`src/sv/brb_pkg.sv`:
```
// Package for the byte ring buffer: field widths, action and status codes,
// controller states and the command and status bundles between the modules.
// Depends on nothing; brb_ctrl, brb_dp and the top module import it.
`default_nettype none

package brb_pkg;

  // Fixed field widths of the item and result channels.
  localparam int ACT_W  = 3;
  localparam int LEN_W  = 12;
  localparam int DATA_W = 8;
  localparam int ROOM_W = 7;
  localparam int CFG_W  = 13;
  localparam int STAT_W = 2;
  localparam int CNT_W  = 7;

  // Action codes carried by an input item.
  localparam logic [ACT_W-1:0] ACT_WRITE    = 3'd0;
  localparam logic [ACT_W-1:0] ACT_READ     = 3'd1;
  localparam logic [ACT_W-1:0] ACT_DISCARD  = 3'd2;
  localparam logic [ACT_W-1:0] ACT_BACKUP   = 3'd3;
  localparam logic [ACT_W-1:0] ACT_ROLLBACK = 3'd4;

  // Status codes carried by a result.
  localparam logic [STAT_W-1:0] ST_OK    = 2'd0;
  localparam logic [STAT_W-1:0] ST_AGAIN = 2'd1;
  localparam logic [STAT_W-1:0] ST_STRAY = 2'd2;

  // Controller states.
  typedef enum logic [2:0] {
    S_IDLE,
    S_DECODE,
    S_DISC,
    S_RD_MOD,
    S_RD_WAIT,
    S_RD_FETCH,
    S_RD_LOAD,
    S_RESP
  } brb_state_e;

  // Commands from the controller to the datapath, valid for one cycle.
  typedef struct packed {
    logic              latch;
    logic              status_we;
    logic [STAT_W-1:0] status_val;
    logic              refuse_set;
    logic              refuse_clr;
    logic              pend_load;
    logic              pend_dec;
    logic              store;
    logic              backup;
    logic              rollback;
    logic              mod_start;
    logic              mod_sel_read;
    logic              disc_finish;
    logic              rd_setup;
    logic              rd_end;
    logic              rd_fetch;
    logic              load_resp;
    logic              load_byte;
  } brb_cmd_t;

  // Status from the datapath to the controller.
  typedef struct packed {
    logic [ACT_W-1:0] action;
    logic             first;
    logic             fits;
    logic             len_zero;
    logic             pend_zero;
    logic             refusing;
    logic             is_empty;
    logic             n_zero;
    logic             mod_busy;
    logic             last_byte;
    logic             out_free;
  } brb_sts_t;

endpackage

`default_nettype wire

```
`src/sv/brb_ctrl.sv`:
```
// Controller state machine of the byte ring buffer: sequences one item at
// a time and drives the datapath. Depends on brb_pkg.
`default_nettype none

module brb_ctrl
  import brb_pkg::*;
(
  input  wire logic     clk_i,
  input  wire logic     rst_ni,
  input  wire logic     in_valid_i,
  input  wire logic     cfg_we_i,
  input  wire brb_sts_t sts_i,
  output logic          in_ready_o,
  output brb_cmd_t      cmd_o
);

  brb_state_e state_q, state_d;
  logic       accept;

  // An item is taken only while idle and not during a register write.
  assign in_ready_o = (state_q == S_IDLE) && !cfg_we_i;
  assign accept     = in_valid_i && in_ready_o;

  // Next-state logic.
  always_comb begin
    state_d = state_q;
    case (state_q)
      S_IDLE: begin
        if (accept) state_d = S_DECODE;
      end
      S_DECODE: begin
        case (sts_i.action)
          ACT_DISCARD: state_d = S_DISC;
          ACT_READ: begin
            if (!sts_i.is_empty && !sts_i.n_zero) state_d = S_RD_MOD;
            else                                  state_d = S_RESP;
          end
          default: state_d = S_RESP;
        endcase
      end
      S_DISC: begin
        if (!sts_i.mod_busy) state_d = S_RESP;
      end
      S_RD_MOD: state_d = S_RD_WAIT;
      S_RD_WAIT: begin
        if (!sts_i.mod_busy) state_d = S_RD_FETCH;
      end
      S_RD_FETCH: state_d = S_RD_LOAD;
      S_RD_LOAD: begin
        if (sts_i.out_free) state_d = sts_i.last_byte ? S_IDLE : S_RD_FETCH;
      end
      S_RESP: begin
        if (sts_i.out_free) state_d = S_IDLE;
      end
      default: state_d = S_IDLE;
    endcase
  end

  // Command outputs.
  always_comb begin
    cmd_o = '0;
    case (state_q)
      S_IDLE: begin
        cmd_o.latch = accept;
      end
      S_DECODE: begin
        cmd_o.status_we  = 1'b1;
        cmd_o.status_val = ST_OK;
        case (sts_i.action)
          ACT_WRITE: begin
            if (sts_i.first) begin
              cmd_o.pend_load = 1'b1;
              if (!sts_i.fits) begin
                cmd_o.refuse_set = 1'b1;
                cmd_o.status_val = ST_AGAIN;
              end else begin
                cmd_o.refuse_clr = 1'b1;
                cmd_o.store      = !sts_i.len_zero;
              end
            end else if (sts_i.pend_zero) begin
              cmd_o.status_val = ST_STRAY;
            end else begin
              cmd_o.pend_dec = 1'b1;
              if (sts_i.refusing) cmd_o.status_val = ST_AGAIN;
              else                cmd_o.store      = 1'b1;
            end
          end
          ACT_READ: begin
            if (sts_i.is_empty)     cmd_o.status_val = ST_AGAIN;
            else if (!sts_i.n_zero) cmd_o.rd_setup   = 1'b1;
          end
          ACT_DISCARD:  cmd_o.mod_start = 1'b1;
          ACT_BACKUP:   cmd_o.backup    = 1'b1;
          ACT_ROLLBACK: cmd_o.rollback  = 1'b1;
          default: ;
        endcase
      end
      S_DISC: begin
        cmd_o.disc_finish = !sts_i.mod_busy;
      end
      S_RD_MOD: begin
        cmd_o.mod_start    = 1'b1;
        cmd_o.mod_sel_read = 1'b1;
      end
      S_RD_WAIT: begin
        cmd_o.rd_end = !sts_i.mod_busy;
      end
      S_RD_FETCH: begin
        cmd_o.rd_fetch = 1'b1;
      end
      S_RD_LOAD: begin
        cmd_o.load_byte = sts_i.out_free;
      end
      S_RESP: begin
        cmd_o.load_resp = sts_i.out_free;
      end
      default: ;
    endcase
  end

  // State register.
  always_ff @(posedge clk_i or negedge rst_ni) begin
    if (!rst_ni) begin
      state_q <= S_IDLE;
    end else begin
      state_q <= state_d;
    end
  end

endmodule

`default_nettype wire

```
`config.mk`:
```
export PLATFORM = sky130hd
export DESIGN_NAME = brb_ctrl
export DESIGN_NICKNAME = d
export VERILOG_FILES = /design/src/sv/brb_pkg.sv /design/src/sv/brb_ctrl.sv
export SDC_FILE = /design/constraint.sdc
export NUM_CORES = 1
export LEC_CHECK = 0
export ABC_AREA = 1
export BUFFER_PORTS_ARGS = -buffer_cell sky130_fd_sc_hd__buf_2
export CELL_PAD_IN_SITES_DETAIL_PLACEMENT = 1
export CELL_PAD_IN_SITES_GLOBAL_PLACEMENT = 1
export CORE_AREA = 2 2 50 52
export DETAILED_ROUTE_END_ITERATION = 10
export DIE_AREA = 0 0 52 54
export PLACE_DENSITY = 0.79
export SLEW_MARGIN = 20
export SYNTH_ARGS = -nofsm -noshare
export SYNTH_HDL_FRONTEND = slang
export SYNTH_SLANG_ARGS = --single-unit
```
`constraint.sdc`:
```
create_clock -name clk_i -period 1.65 [get_ports clk_i]
set_input_delay 0.4125 -clock clk_i [delete_from_list [all_inputs] [get_ports clk_i]]
set_output_delay 0.4125 -clock clk_i [all_outputs]
set_load 0.02 [all_outputs]
```
* Yosys cells after proc, flatten, opt, wreduce, memory -nomap -nowiden
Index checks and enable logic that the tools add are counted.
** Word-level totals
- Bits in registers :: 3
- Input port bits :: 17
- Output and inout port bits :: 20
- Logic and storage cells :: 67
** Cells by class
- Equality and inequality tests :: 16
- Muxes and demuxes :: 39
- Reductions and logical operators :: 11
** Operators by type and width (count)
- 3-bit 2-to-1 mux :: 8
- 3-bit one-hot mux with 8 select lines :: 1
- 1-bit 2-to-1 mux :: 21
- 3-bit == test, second input constant :: 5
- 3-bit by 2-bit == test with 1-bit output, second input constant :: 4
- 10-bit 2-to-1 mux :: 1
- 2-bit != test, second input constant :: 5
- 2-bit 2-to-1 mux :: 4
- 3-bit by 1-bit == test with 1-bit output, second input constant :: 2
- 3-bit zero test :: 2
- 3-bit one-hot mux with 2 select lines :: 1
- 1-bit zero test :: 5
- 5-bit 2-to-1 mux :: 1
- 5-bit AND reduction :: 1
- 2-bit one-hot mux with 2 select lines :: 1
- 1-bit logical AND :: 3
- 1-bit one-hot mux with 2 select lines :: 1

* Depth between registers and ports, before layout
Gate-level depths: netlist of the first run.
- Depth in word-level cells :: 5
- Mapped depth :: 8
- Mapped depth without buffers :: 8

* Least setup slack after synthesis of the first run
Ideal clock, no wire load.
- Path type :: register to output
- Start point :: reg state_q[1]
- End point :: out cmd_o[8] in the netlist's numbering
- Data arrival time :: 1.376 ns
- Required time :: 1.237 ns
- Setup slack :: -0.139 ns
- Cell stages (with the launch flop) :: 5
- Buffers on the path :: 1
- Cell sequence :: dfrtp_1 > inv_2 > nand3_2 > buf_6 > nor4_1
** RTL lines
- from (decl) :: line brb_ctrl.sv:17 : brb_state_e state_q, state_d;
- from (signal assigned) :: line brb_ctrl.sv:126 : state_q <= state_d;
- to (decl) :: line brb_ctrl.sv:14 : output brb_cmd_t cmd_o

==> results.txt, run 1 <==
----------------------------------------------------
[Worst setup path]
  Crit end category ... primary output
  R2R setup slack ... 0.34 ns
  Startpoint of the most critical register-to-register path ... state_q[2]
  Worst reg2reg path endpoint ... state_q[2]
  Nature of the critical path startpoint ... register
  Number of logic stages on the critical path including buffering ... 7
  Family of cells with the greatest summed delay on the critical path ... flip-flops
  Max stage delay on crit path ... 0.39 ns
  Cell-by-cell listing of the critical path ... inv_2, nand3_4, buf_12, nor2_4, nand3b_1, nand2_1, buf_6
  Destination of the critical timing path ... cmd_o[10]
  Maximum fanout encountered on the critical timing path ... 6
  Beginning of the critical path ... state_q[2]
  Worst endpoint required time ... 1.24 ns
  Worst path arrival time ... 1.35 ns
  Number of buffer and inverter stages on the critical path ... 3
  Cell with the largest stage delay on the worst path ... sky130_fd_sc_hd__dfrtp_1
  R2R depth ... 8
  Start-to-end type of the worst setup path ... reg -> out

[Clock tree]
  Total clock buffers created by CTS ... 3
  Library cell used as clock root buffer ... sky130_fd_sc_hd__clkbuf_4
  Register clock-pin slew on the reported worst setup and hold paths ... 0.04 ns
  Sink Count ... 3
  TritonCTS clock tree ... built
  Number of buffers between clock root and the deepest sink ... 2
  Depth of the CTS H-tree ... 1
  Clock latency at the later pin of the worst-skew pair ... 0.24 ns

[Route]
  Via density per instance ... 4.60
  Total vias in the final route ... 791
  Detail-routed net length per standard cell ... 12.7 um
  DRC violation count after routing ... 0
  Number of violations reported at the end of detailed-routing iteration 0 ... 3
  First-pass detailed-route iteration total ... 2
  Post-DRT Antenna Nets ... 0
  Total wire length ... 2190 um

[Pwr]
  Design internal power ... 0.689 mW
  Switching power share of the total ... 0.532
  Total power density per cell area ... 1400 mW/mm2
  Portion of total power attributed to the clock network ... 0.090
  Static Leakage ... 0.536 nW
  Largest voltage drop on the vdd net ... 647 uV
  Flop pwr share ... 0.101
  Combinational share of power ... 0.810
  Sw power ... 0.783 mW

[Timing]
  Number of max-slew violations in the final report ... 0
  Shortest period the worst path allows ... 1.76 ns
  Final Skew ... 0.00230 ns
  Measured slew at the worst slew-check pin ... 0.198 ns
  Highest achievable clock rate ... 567 MHz
  Worst slew margin ... 0.867
  Hold Violations, Final ... 0
  Sum of negative setup slack ... -0.535 ns
  Setup-failing EPs final ... 9
  Setup repair after global routing missed its margin ... true
  Final period utilization ... 1.07
  Worst setup slack after layout ... -0.114 ns

[Final layout]
  Share of layout cells above drive strength 1 ... 0.606
  Max reg flops ... 3
  Share of the core filled with cells ... 0.453
  Layout Area Growth over Synthesis ... 100%
  Diodes inserted ... 0
  Largest register by flop count ... state_q
  Largest regs ... state_q (3)
  Number of nets in the layout ... 160

[Min path]
  Kind of path behind the tightest hold check ... in -> async

[Outcome]
  Result of the run ... finished with violations
  Failing checks ... negative setup slack

[Synthesis]
  Syn_area_per_cell ... 5.96 um2
  Synth unique cells ... 23
  Area of the mapped netlist ... 524 um2
  Number of synthesized register bits ... 3
  Portion of synthesized cell area occupied by the leading cell type ... 0.143
  Share of synthesized flip-flops with an asynchronous set or reset ... 1.00
  Synth Net Count ... 105
  Leading area contributor after synthesis ... sky130_fd_sc_hd__dfrtp_1
  Sequential fraction of the synthesis area ... 0.143
  Number of enable-type register cells in the synthesized netlist ... 0
  Flip-flop cell with the highest count after synthesis ... sky130_fd_sc_hd__dfrtp_1
  Cell count after synthesis ... 88
  Top area cells in the synthesized netlist ... sky130_fd_sc_hd__dfrtp_1 (14%), sky130_fd_sc_hd__nand2_1 (14%), sky130_fd_sc_hd__nor2_1 (9.3%)
  Yosys warning count ... 0

[Global routing]
  Initial antenna violation count ... 0
  Remaining global-route overflow ... 0
  Maximum number of pins on one net before global-route repair ... 9
  Vias in the first global route ... 791
  Wire length of the first global-routing pass ... 3310 um
  Overall track demand over capacity in global routing ... 0.155

[Floorplanning]
  Die height ... 54 um
  Die footprint ... 0.00281 mm2
  Number of top-level pins ... 37
  Horiz. Die Dim ... 52 um
  FP Rows ... 18
  Effective utilization at floorplan ... 0.226
  Area of the core region ... 0.00232 mm2

[Job]
  Max-cap viol count ... 0

[Placed design]
  Half-perimeter wire length after placement ... 1690 um
  Placement Setup Slack ... -0.0928 ns
  Port bufs ... 36
  Last weighted congestion value of the routability-driven placer ... 0.797

----------------------------------------------------
## Yosys cell counts (2+ instances only)
cell,instances
sky130_fd_sc_hd__nand2_1,19
sky130_fd_sc_hd__nor2_1,13
sky130_fd_sc_hd__inv_1,9
sky130_fd_sc_hd__nand2_2,6
sky130_fd_sc_hd__nor3_1,6
sky130_fd_sc_hd__inv_2,4
sky130_fd_sc_hd__nand3_1,4
sky130_fd_sc_hd__nor2_4,4
sky130_fd_sc_hd__dfrtp_1,3
sky130_fd_sc_hd__nand4_1,3
sky130_fd_sc_hd__o21ai_0,3
sky130_fd_sc_hd__nand3_2,2
sky130_fd_sc_hd__nor4_1,2
## cells by family (layout without fill, tap and decap cells)
group           after synthesis  after routing  share of synthesized area
compound gates                6              6                     0.0787
buf+inv                      16             70                      0.138
flops                         3              3                      0.143
simple gates                 63             63                      0.640
## cell type report
| cell class | instances | area [um2] |
|---|---|---|
| fillers | 313 | 1270 |
| inverters | 14 | 61.3 |
| flip-flops and latches | 3 | 75.1 |
| clock buffers | 4 | 26.3 |
| multi-input cells | 69 | 475 |
| repair buffers | 52 | 375 |
| well taps | 30 | 37.5 |
## layout by cell type (no fill, tap or decap), drive strengths merged
master	synthesis	final
dlygate4sd3	0	1
nand2	25	25
clkbuf	0	4
nand3	6	6
clkinv	1	1
nor3b	1	1
o21ai	4	4
nand3b	1	1
nor2	18	18
buf	2	51
dfrtp	3	3
nor3	7	7
nand4	3	3
nor4	2	2
a21oi	2	2
inv	13	13
## layer usage
layer / track usage / vias to the layer above / wire length (um)
li1: - / 391 / -
met1: 0.160 / 365 / 818
met2: 0.331 / 33 / 1230
met3: 0.0139 / 2 / 125
met4: 0.0263 / 0 / 14
met5: 0 / - / 0
## power by group through the flow
| stage | clock [mW] | combinational (mW) | sequential, mW |
|---|---|---|---|
| 6_report | 0.132 | 1.19 | 0.148 |
| 5_1_grt | 0.142 | 1.30 | 0.152 |
| 4_1_cts | 0.132 | 1.05 | 0.150 |
| 3_5_place_dp | 0 | 0.989 | 0.144 |
| 3_3_place_gp | 0 | 0.965 | 0.142 |
| 2_1_floorplan | 0 | 0.625 | 0.154 |
## worst reg2reg max path, delay by kind of cell (launching register included)
kind | cells | cell delay, ns
AO/OA/AOI/OAI | 1 | 0.14
flip-flops | 1 | 0.39
buffers and inverters | 2 | 0.31
AND/OR/NAND/NOR | 5 | 0.37
## timing repair
action                                  4_1_cts  5_1_grt
pin swaps                                     5        6
resized for setup                            18       22
hold endpoints to repair                      3        0
setup buffers                                 0        2
hold buffers                                  1        0
endpoints found under the setup margin       15       17
gates cloned                                  0        0
## through the flow
stage          instance area, um2  power (mW)  hold slack [ns]  instances
2_1_floorplan                 546       0.779            0.117         88
3_3_place_gp                  855        1.11            0.209        165
3_5_place_dp                  855        1.13            0.208        165
4_1_cts                       952        1.34            0.501        170
5_1_grt                      1050        1.59            0.509        172
6_report                     1050        1.47            0.497        172
## how the worst min path moves through the flow
stage / from / endpoint / slack (ns) / depth (start not counted)
CTS: rst_ni / state_q[2] / 0.50 / 2
global placement: rst_ni / state_q[1] / 0.21 / 1
detailed placement: rst_ni / state_q[2] / 0.21 / 1
floorplan: rst_ni / state_q[0] / 0.12 / 0
global route: rst_ni / state_q[2] / 0.51 / 2
finish: rst_ni / state_q[2] / 0.50 / 2
Note: power is estimated with default switching activity, not from simulation.
==> run 2: changes to the inputs <==
==> constraint.sdc (replaced) <==
create_clock -name clk_i -period 1.65 [get_ports clk_i]
set_input_delay 0.165 -clock clk_i [delete_from_list [all_inputs] [get_ports clk_i]]
set_output_delay 0.165 -clock clk_i [all_outputs]
set_load 0.02 [all_outputs]
==> run 2 against run 1 <==
Against the previous run: the flow now finishes without violations; utilization is 10 points lower; first-iteration DRC count increased by 130%; die area did not move; critical path depth unchanged; non-clock buffer count is 12 lower; sequential share of layout area rose by 2.4 points; setup slack improved by 0.20 ns; flip-flop and latch count unchanged; count of clock-buffer cells in the layout unchanged; clock skew fell by 0.0022 ns; via count decreased by 7.2%; critical endpoint is now cmd_o[18]; largest power group unchanged.
==> results.txt, run 2 (same netlist as run 1, synthesis figures left out) <==
----------------------------------------------------
[Outcome]
  Result of the run ... complete, no violations

[Route]
  DRC violation count after routing ... 0 (unchanged)
  Via density per instance ... 4.56 (-0.87%)
  Post-DRT Antenna Nets ... 0 (unchanged)
  Total vias in the final route ... 734 (-7.2%)
  Number of violations reported at the end of detailed-routing iteration 0 ... 7 (+4)
  First-pass detailed-route iteration total ... 4 (+2)
  Total wire length ... 1870 um (-15%)
  Detail-routed net length per standard cell ... 11.6 um (-8.7%)

[Global routing]
  Maximum number of pins on one net before global-route repair ... 12 (+3)
  Remaining global-route overflow ... 0 (unchanged)
  Vias in the first global route ... 718 (-9.2%)
  Initial antenna violation count ... 0 (unchanged)
  Overall track demand over capacity in global routing ... 0.136 (-0.0182)
  Wire length of the first global-routing pass ... 2860 um (-14%)

[Final layout]
  Share of layout cells above drive strength 1 ... 0.504 (-0.102)
  Layout Area Growth over Synthesis ... 54.7%
  Diodes inserted ... 0 (unchanged)
  Number of nets in the layout ... 149 (-6.9%)
  Largest regs ... state_q (3)
  Max reg flops ... 3 (unchanged)
  Largest register by flop count ... state_q
  Post-route cell area ... 811 um2 (-23%)
  Most common library cell in the layout ignoring fill and taps ... sky130_fd_sc_hd__buf_2
  Commonest cells after routing, fill and taps aside ... sky130_fd_sc_hd__buf_2 (36), sky130_fd_sc_hd__nand2_1 (19), sky130_fd_sc_hd__nor2_1 (13)

[Clock tree]
  Depth of the CTS H-tree ... 1 (unchanged)
  Total clock buffers created by CTS ... 3 (unchanged)
  Register clock-pin slew on the reported worst setup and hold paths ... 0.04 ns (about the same)
  TritonCTS clock tree ... built
  Sink Count ... 3 (unchanged)
  Library cell used as clock root buffer ... sky130_fd_sc_hd__clkbuf_4
  Number of buffers between clock root and the deepest sink ... 2 (unchanged)
  Clock latency at the later pin of the worst-skew pair ... 0.24 ns (about the same)

[Pwr]
  Static Leakage ... 0.459 nW (-14%)
  Largest voltage drop on the vdd net ... 574 uV (-11%)
  Total power density per cell area ... 1460 mW/mm2 (+4.1%)

[Timing]
  Final Skew ... 0.0000540 ns (-0.00225 ns)
  Shortest period the worst path allows ... 1.57 ns (-0.197 ns)
  Setup repair after global routing missed its margin ... false
  Worst setup slack after layout ... 0.0829 ns (+0.197 ns)
  Number of max-slew violations in the final report ... 0 (unchanged)
  Final period utilization ... 0.950 (-0.119)
  Sum of negative setup slack ... 0 ns (+0.535 ns)
  Worst hold slack ... 0.255 ns (-0.243 ns)
  Setup-failing EPs final ... 0 (-9)
  Highest achievable clock rate ... 638 MHz (+13%)
  Measured slew at the worst slew-check pin ... 0.258 ns (+0.0599 ns)
  Hold Violations, Final ... 0 (unchanged)
  Worst slew margin ... 0.826 (-0.0401)

[Worst setup path]
  Worst path arrival time ... 1.40 ns (+0.05 ns)
  Nature of the critical path startpoint ... register
  Maximum fanout encountered on the critical timing path ... 5 (-1)
  Crit end category ... primary output
  Worst endpoint required time ... 1.48 ns (+0.24 ns)
  Start-to-end type of the worst setup path ... reg -> out
  R2R setup slack ... 0.28 ns (-0.06 ns)
  R2R depth ... 8 (unchanged)
  Startpoint of the most critical register-to-register path ... state_q[1]
  Worst reg2reg path endpoint ... state_q[2]

[Floorplanning]
  Die footprint ... 0.00281 mm2 (unchanged)
  Number of top-level pins ... 37 (unchanged)
  Die height ... 54 um (unchanged)
  FP Rows ... 18 (unchanged)
  Effective utilization at floorplan ... 0.226 (unchanged)
  Area of the core region ... 0.00232 mm2 (unchanged)
  Horiz. Die Dim ... 52 um (unchanged)

[Min path]
  Kind of path behind the tightest hold check ... in -> async

[Placed design]
  Post-Place Cell Area ... 738 um2 (-14%)
  Half-perimeter wire length after placement ... 1530 um (-9.3%)
  Placement Setup Slack ... 0.159 ns (+0.252 ns)
  Last weighted congestion value of the routability-driven placer ... 0.843 (+5.8%)
  Port bufs ... 36 (unchanged)

[Job]
  Max-cap viol count ... 0 (unchanged)

----------------------------------------------------
==> run 2: cell types whose count changed in the layout (fill, tap and decap cells not counted), sizes merged <==
| cell | delta |
|---|---|
| nand3 | +1 |
| buf | -12 |
==> run 2: timing repair <==
action,4_1_cts,5_1_grt
gates cloned,0,1
hold buffers,1,0
hold endpoints to repair,3,0
setup buffers,0,1
endpoints found under the setup margin,9,6
gates resized for setup,1,4
pin swaps,0,2
==> run 2: final cells by class <==
| class | instances | area (um2) |
|---|---|---|
| well taps | 30 | 37.5 |
| repair buffers | 40 | 213 |
| multi-input cells | 70 | 400 |
| clock buffers | 4 | 26.3 |
| flip-flops and latches | 3 | 77.6 |
| fillers | 333 | 1510 |
| inverters | 14 | 56.3 |
==> run 2: layer usage <==
layer | vias up | GRT usage | wire, um
met5 | - | 0 | 0
met4 | 0 | 0.0526 | 18
met2 | 33 | 0.274 | 945
li1 | 368 | - | -
met1 | 331 | 0.133 | 758
met3 | 2 | 0.0306 | 148
==> run 2: stage by stage <==
stage,total power [mW],cells,utilization
6_report,1.18,161,0.350
3_5_place_dp,0.971,154,0.318
5_1_grt,1.29,161,0.350
4_1_cts,1.14,159,0.337
3_3_place_gp,0.950,154,0.318
2_1_floorplan,0.769,88,-
==> run 2: report_power, final <==
part / internal, mW / leakage (nW) / switching (mW)
Combinational: 0.299 / 0.410 / 0.577
Clock: 0.0908 / 0.0150 / 0.0416
Sequential: 0.121 / 0.0339 / 0.0528
Total: 0.511 / 0.459 / 0.671
==> run 2: worst max-delay path, stage by stage, from the launching register on <==
cell and delay (ns):
sky130_fd_sc_hd__dfrtp_1 0.38, sky130_fd_sc_hd__buf_4 0.16, sky130_fd_sc_hd__nor2_2 0.15, sky130_fd_sc_hd__nand2_2 0.10
sky130_fd_sc_hd__nor2_4 0.10, sky130_fd_sc_hd__nand2_2 0.07, sky130_fd_sc_hd__inv_1 0.05, sky130_fd_sc_hd__buf_2 0.15
==> run 2: worst max path at each step <==
stage	slack, ns	end	depth (start not counted)	start
2_1_floorplan	0.11	cmd_o[8]	4	state_q[1]
5_1_grt	0.003	cmd_o[11]	6	state_q[2]
3_3_place_gp	0.20	cmd_o[11]	6	state_q[2]
6_report	0.08	cmd_o[18]	7	state_q[1]
3_5_place_dp	0.16	cmd_o[11]	6	state_q[2]
4_1_cts	0.03	cmd_o[11]	6	state_q[2]
==> run 3: changes to the inputs <==
--- a/config.mk
+++ b/config.mk
@@ -7,12 +7,12 @@
 export LEC_CHECK = 0
 export ABC_AREA = 1
 export BUFFER_PORTS_ARGS = -buffer_cell sky130_fd_sc_hd__buf_2
-export CELL_PAD_IN_SITES_DETAIL_PLACEMENT = 1
-export CELL_PAD_IN_SITES_GLOBAL_PLACEMENT = 1
-export CORE_AREA = 2 2 50 52
+export CELL_PAD_IN_SITES_DETAIL_PLACEMENT = 0
+export CELL_PAD_IN_SITES_GLOBAL_PLACEMENT = 2
+export CORE_AREA = 2 2 57 59
 export DETAILED_ROUTE_END_ITERATION = 10
-export DIE_AREA = 0 0 52 54
-export PLACE_DENSITY = 0.79
+export DIE_AREA = 0 0 59 61
+export PLACE_DENSITY = 0.81
 export SLEW_MARGIN = 20
 export SYNTH_ARGS = -nofsm -noshare
 export SYNTH_HDL_FRONTEND = slang
==> run 3 against run 2 <==
Against the previous run: maximum frequency rose by 0.66%; highest routed layer unchanged; cell count rose by 1.9%; combinational power fell by 3.1%; utilization fell by 7.5 points; first-iteration DRC count rose by 43%; register-to-register slack improved by 0.15 ns; total power fell by 2.9%; cell area fell by 0.15%; sequential power fell by 4%; largest power group unchanged; setup slack improved by 0.010 ns.
==> results.txt, run 3 (same netlist as run 1, synthesis figures left out) <==
----------------------------------------------------
[Outcome]
  Result of the run ... complete, no violations

[Worst setup path]
  Worst endpoint required time ... 1.48 ns (about the same)
  Cell with the largest stage delay on the worst path ... sky130_fd_sc_hd__dfrtp_2
  Cell-by-cell listing of the critical path ... buf_4, inv_2, nand2_2, nor2_4, nand2_2, inv_1, buf_4
  Nature of the critical path startpoint ... register
  R2R depth ... 7 (-1)
  Maximum fanout encountered on the critical timing path ... 8 (+3)
  Start-to-end type of the worst setup path ... reg -> out
  Worst path arrival time ... 1.39 ns (about the same)
  Startpoint of the most critical register-to-register path ... state_q[0]
  Worst reg2reg path endpoint ... state_q[0]
  Max stage delay on crit path ... 0.43 ns (+0.05 ns)
  Crit end category ... primary output
  R2R setup slack ... 0.43 ns (+0.15 ns)

[Clock tree]
  Register clock-pin slew on the reported worst setup and hold paths ... 0.04 ns (about the same)
  Sink Count ... 3 (unchanged)
  Library cell used as clock root buffer ... sky130_fd_sc_hd__clkbuf_4
  Number of buffers between clock root and the deepest sink ... 2 (unchanged)
  Total clock buffers created by CTS ... 3 (unchanged)
  TritonCTS clock tree ... built
  Clock latency at the later pin of the worst-skew pair ... 0.24 ns (about the same)
  Depth of the CTS H-tree ... 1 (unchanged)

[Timing]
  Number of max-slew violations in the final report ... 0 (unchanged)
  Setup repair after global routing missed its margin ... false
  Highest achievable clock rate ... 642 MHz (+0.66%)
  Setup-failing EPs final ... 0 (unchanged)
  Final Skew ... 0.00356 ns (+0.00350 ns)
  Shortest period the worst path allows ... 1.56 ns (-0.0103 ns)
  Hold Violations, Final ... 0 (unchanged)
  Measured slew at the worst slew-check pin ... 0.242 ns (-0.0157 ns)
  Sum of negative setup slack ... 0 ns (unchanged)
  Worst slew margin ... 0.837 (+0.0105)
  Final period utilization ... 0.944 (-0.00622)

[Min path]
  Kind of path behind the tightest hold check ... in -> async

[Global routing]
  Vias in the first global route ... 617 (-14%)
  Wire length of the first global-routing pass ... 2470 um (-14%)
  Overall track demand over capacity in global routing ... 0.0911 (-0.0452)
  Maximum number of pins on one net before global-route repair ... 12 (unchanged)
  Initial antenna violation count ... 0 (unchanged)
  Remaining global-route overflow ... 0 (unchanged)

[Final layout]
  Commonest cells after routing, fill and taps aside ... sky130_fd_sc_hd__buf_2 (35), sky130_fd_sc_hd__nand2_1 (19), sky130_fd_sc_hd__nor2_1 (13)
  Share of layout cells above drive strength 1 ... 0.489 (-0.0153)
  Post-route cell area ... 810 um2 (-0.15%)
  Largest register by flop count ... state_q
  Layout filler cell count ... 349 (+4.8%)
  Diodes inserted ... 0 (unchanged)
  Layout Area Growth over Synthesis ... 54.4%
  Most common library cell in the layout ignoring fill and taps ... sky130_fd_sc_hd__buf_2
  Share of the core filled with cells ... 0.274 (-0.0754)
  Max reg flops ... 3 (unchanged)
  Largest regs ... state_q (3)
  Number of nets in the layout ... 149 (unchanged)

[Route]
  Total vias in the final route ... 672 (-8.4%)
  First-pass detailed-route iteration total ... 4 (unchanged)
  Post-DRT Antenna Nets ... 0 (unchanged)
  Detail-routed net length per standard cell ... 9.59 um (-18%)
  DRC violation count after routing ... 0 (unchanged)
  Via density per instance ... 4.10 (-10%)
  Total wire length ... 1570 um (-16%)
  Number of violations reported at the end of detailed-routing iteration 0 ... 10 (+3)

[Pwr]
  Portion of total power attributed to the clock network ... 0.114 (+0.002)
  Total power density per cell area ... 1420 mW/mm2 (-2.7%)
  Combinational share of power ... 0.740 (about the same)
  Design Power ... 1.15 mW (-2.9%)
  Flop pwr share ... 0.146 (about the same)
  Sw power ... 0.641 mW (-4.4%)
  Largest voltage drop on the vdd net ... 333 uV (-42%)
  Switching power share of the total ... 0.559 (-0.00919)
  Static Leakage ... 0.459 nW (+0.14%)
  Design internal power ... 0.506 mW (-0.81%)

[Floorplanning]
  Die height ... 61 um (+13%)
  Effective utilization at floorplan ... 0.178 (-0.0485)
  Area of the core region ... 0.00295 mm2 (+27%)
  Die footprint ... 0.00360 mm2 (+28%)
  Number of top-level pins ... 37 (unchanged)
  Horiz. Die Dim ... 59 um (+13%)
  FP Rows ... 20 (+2)

[Placed design]
  Post-Place Cell Area ... 742 um2 (+0.51%)
  Last weighted congestion value of the routability-driven placer ... 0.785 (-6.9%)
  Port bufs ... 36 (unchanged)
  Half-perimeter wire length after placement ... 1360 um (-11%)

[Job]
  Max-cap viol count ... 0 (unchanged)

----------------------------------------------------
==> run 3: power by group through the flow <==
| stage | Combinational (mW) | Sequential (mW) | Clock (mW) |
|---|---|---|---|
| floorplan | 0.615 | 0.154 | 0 |
| global placement | 0.804 | 0.150 | 0 |
| detailed placement | 0.799 | 0.152 | 0 |
| CTS | 0.817 | 0.156 | 0.138 |
| global route | 0.963 | 0.175 | 0.144 |
| finish | 0.849 | 0.167 | 0.131 |
==> run 3: timing repair <==
| item | CTS | global route |
|---|---|---|
| setup endpoints to repair | 8 | 7 |
| hold buffers | 1 | 0 |
| hold endpoints to repair | 3 | 0 |
| buffers inserted | 0 | 1 |
| resized for setup | 1 | 3 |
| pin swaps | 0 | 1 |
| gates cloned | 0 | 1 |
==> run 3: through the flow <==
stage	hold slack (ns)	std cells	setup slack (ns)
final	0.250	164	0.0931
after global routing	0.275	164	0.00143
after CTS	0.248	162	0.0301
after detailed placement	-0.0332	157	0.177
after global placement	-0.0364	157	0.206
after floorplan	-0.131	88	0.109
==> run 3: final cells by class <==
| type | count | area (um2) | share of cell area |
|---|---|---|---|
| Multi-Input combinational cell | 70 | 394 | 0.487 |
| Timing Repair Buffer | 40 | 215 | 0.266 |
| Tap cell | 33 | 41.3 | 0.0510 |
| Sequential cell | 3 | 76.3 | 0.0943 |
| Clock buffer | 4 | 26.3 | 0.0325 |
| Inverter | 14 | 56.3 | 0.0696 |
==> run 3: critical path, delay by kind of cell, from the launching register on <==
family	cells	cell delay (ns)
AND/OR/NAND/NOR	3	0.29
buffers and inverters	4	0.45
flip-flops	1	0.43
==> run 3: metal layers <==
metal / vias to the layer above / wire length (um) / GRT usage / share of wire
met4: 0 / 19 / 0.0487 / 0.012
met2: 12 / 828 / 0.154 / 0.53
met1: 285 / 679 / 0.107 / 0.43
met5: - / 0 / 0 / 0
met3: 2 / 45 / 0.0213 / 0.029
li1: 373 / - / - / -
==> run 3: worst max path at each step <==
stage / from / to / slack [ns] / cells past startpoint
2_1_floorplan: state_q[1] / cmd_o[8] / 0.11 / 4
3_3_place_gp: state_q[2] / cmd_o[11] / 0.21 / 6
3_5_place_dp: state_q[2] / cmd_o[11] / 0.18 / 6
4_1_cts: state_q[2] / cmd_o[8] / 0.03 / 4
5_1_grt: state_q[0] / cmd_o[18] / 0.001 / 7
6_report: state_q[0] / cmd_o[18] / 0.09 / 7
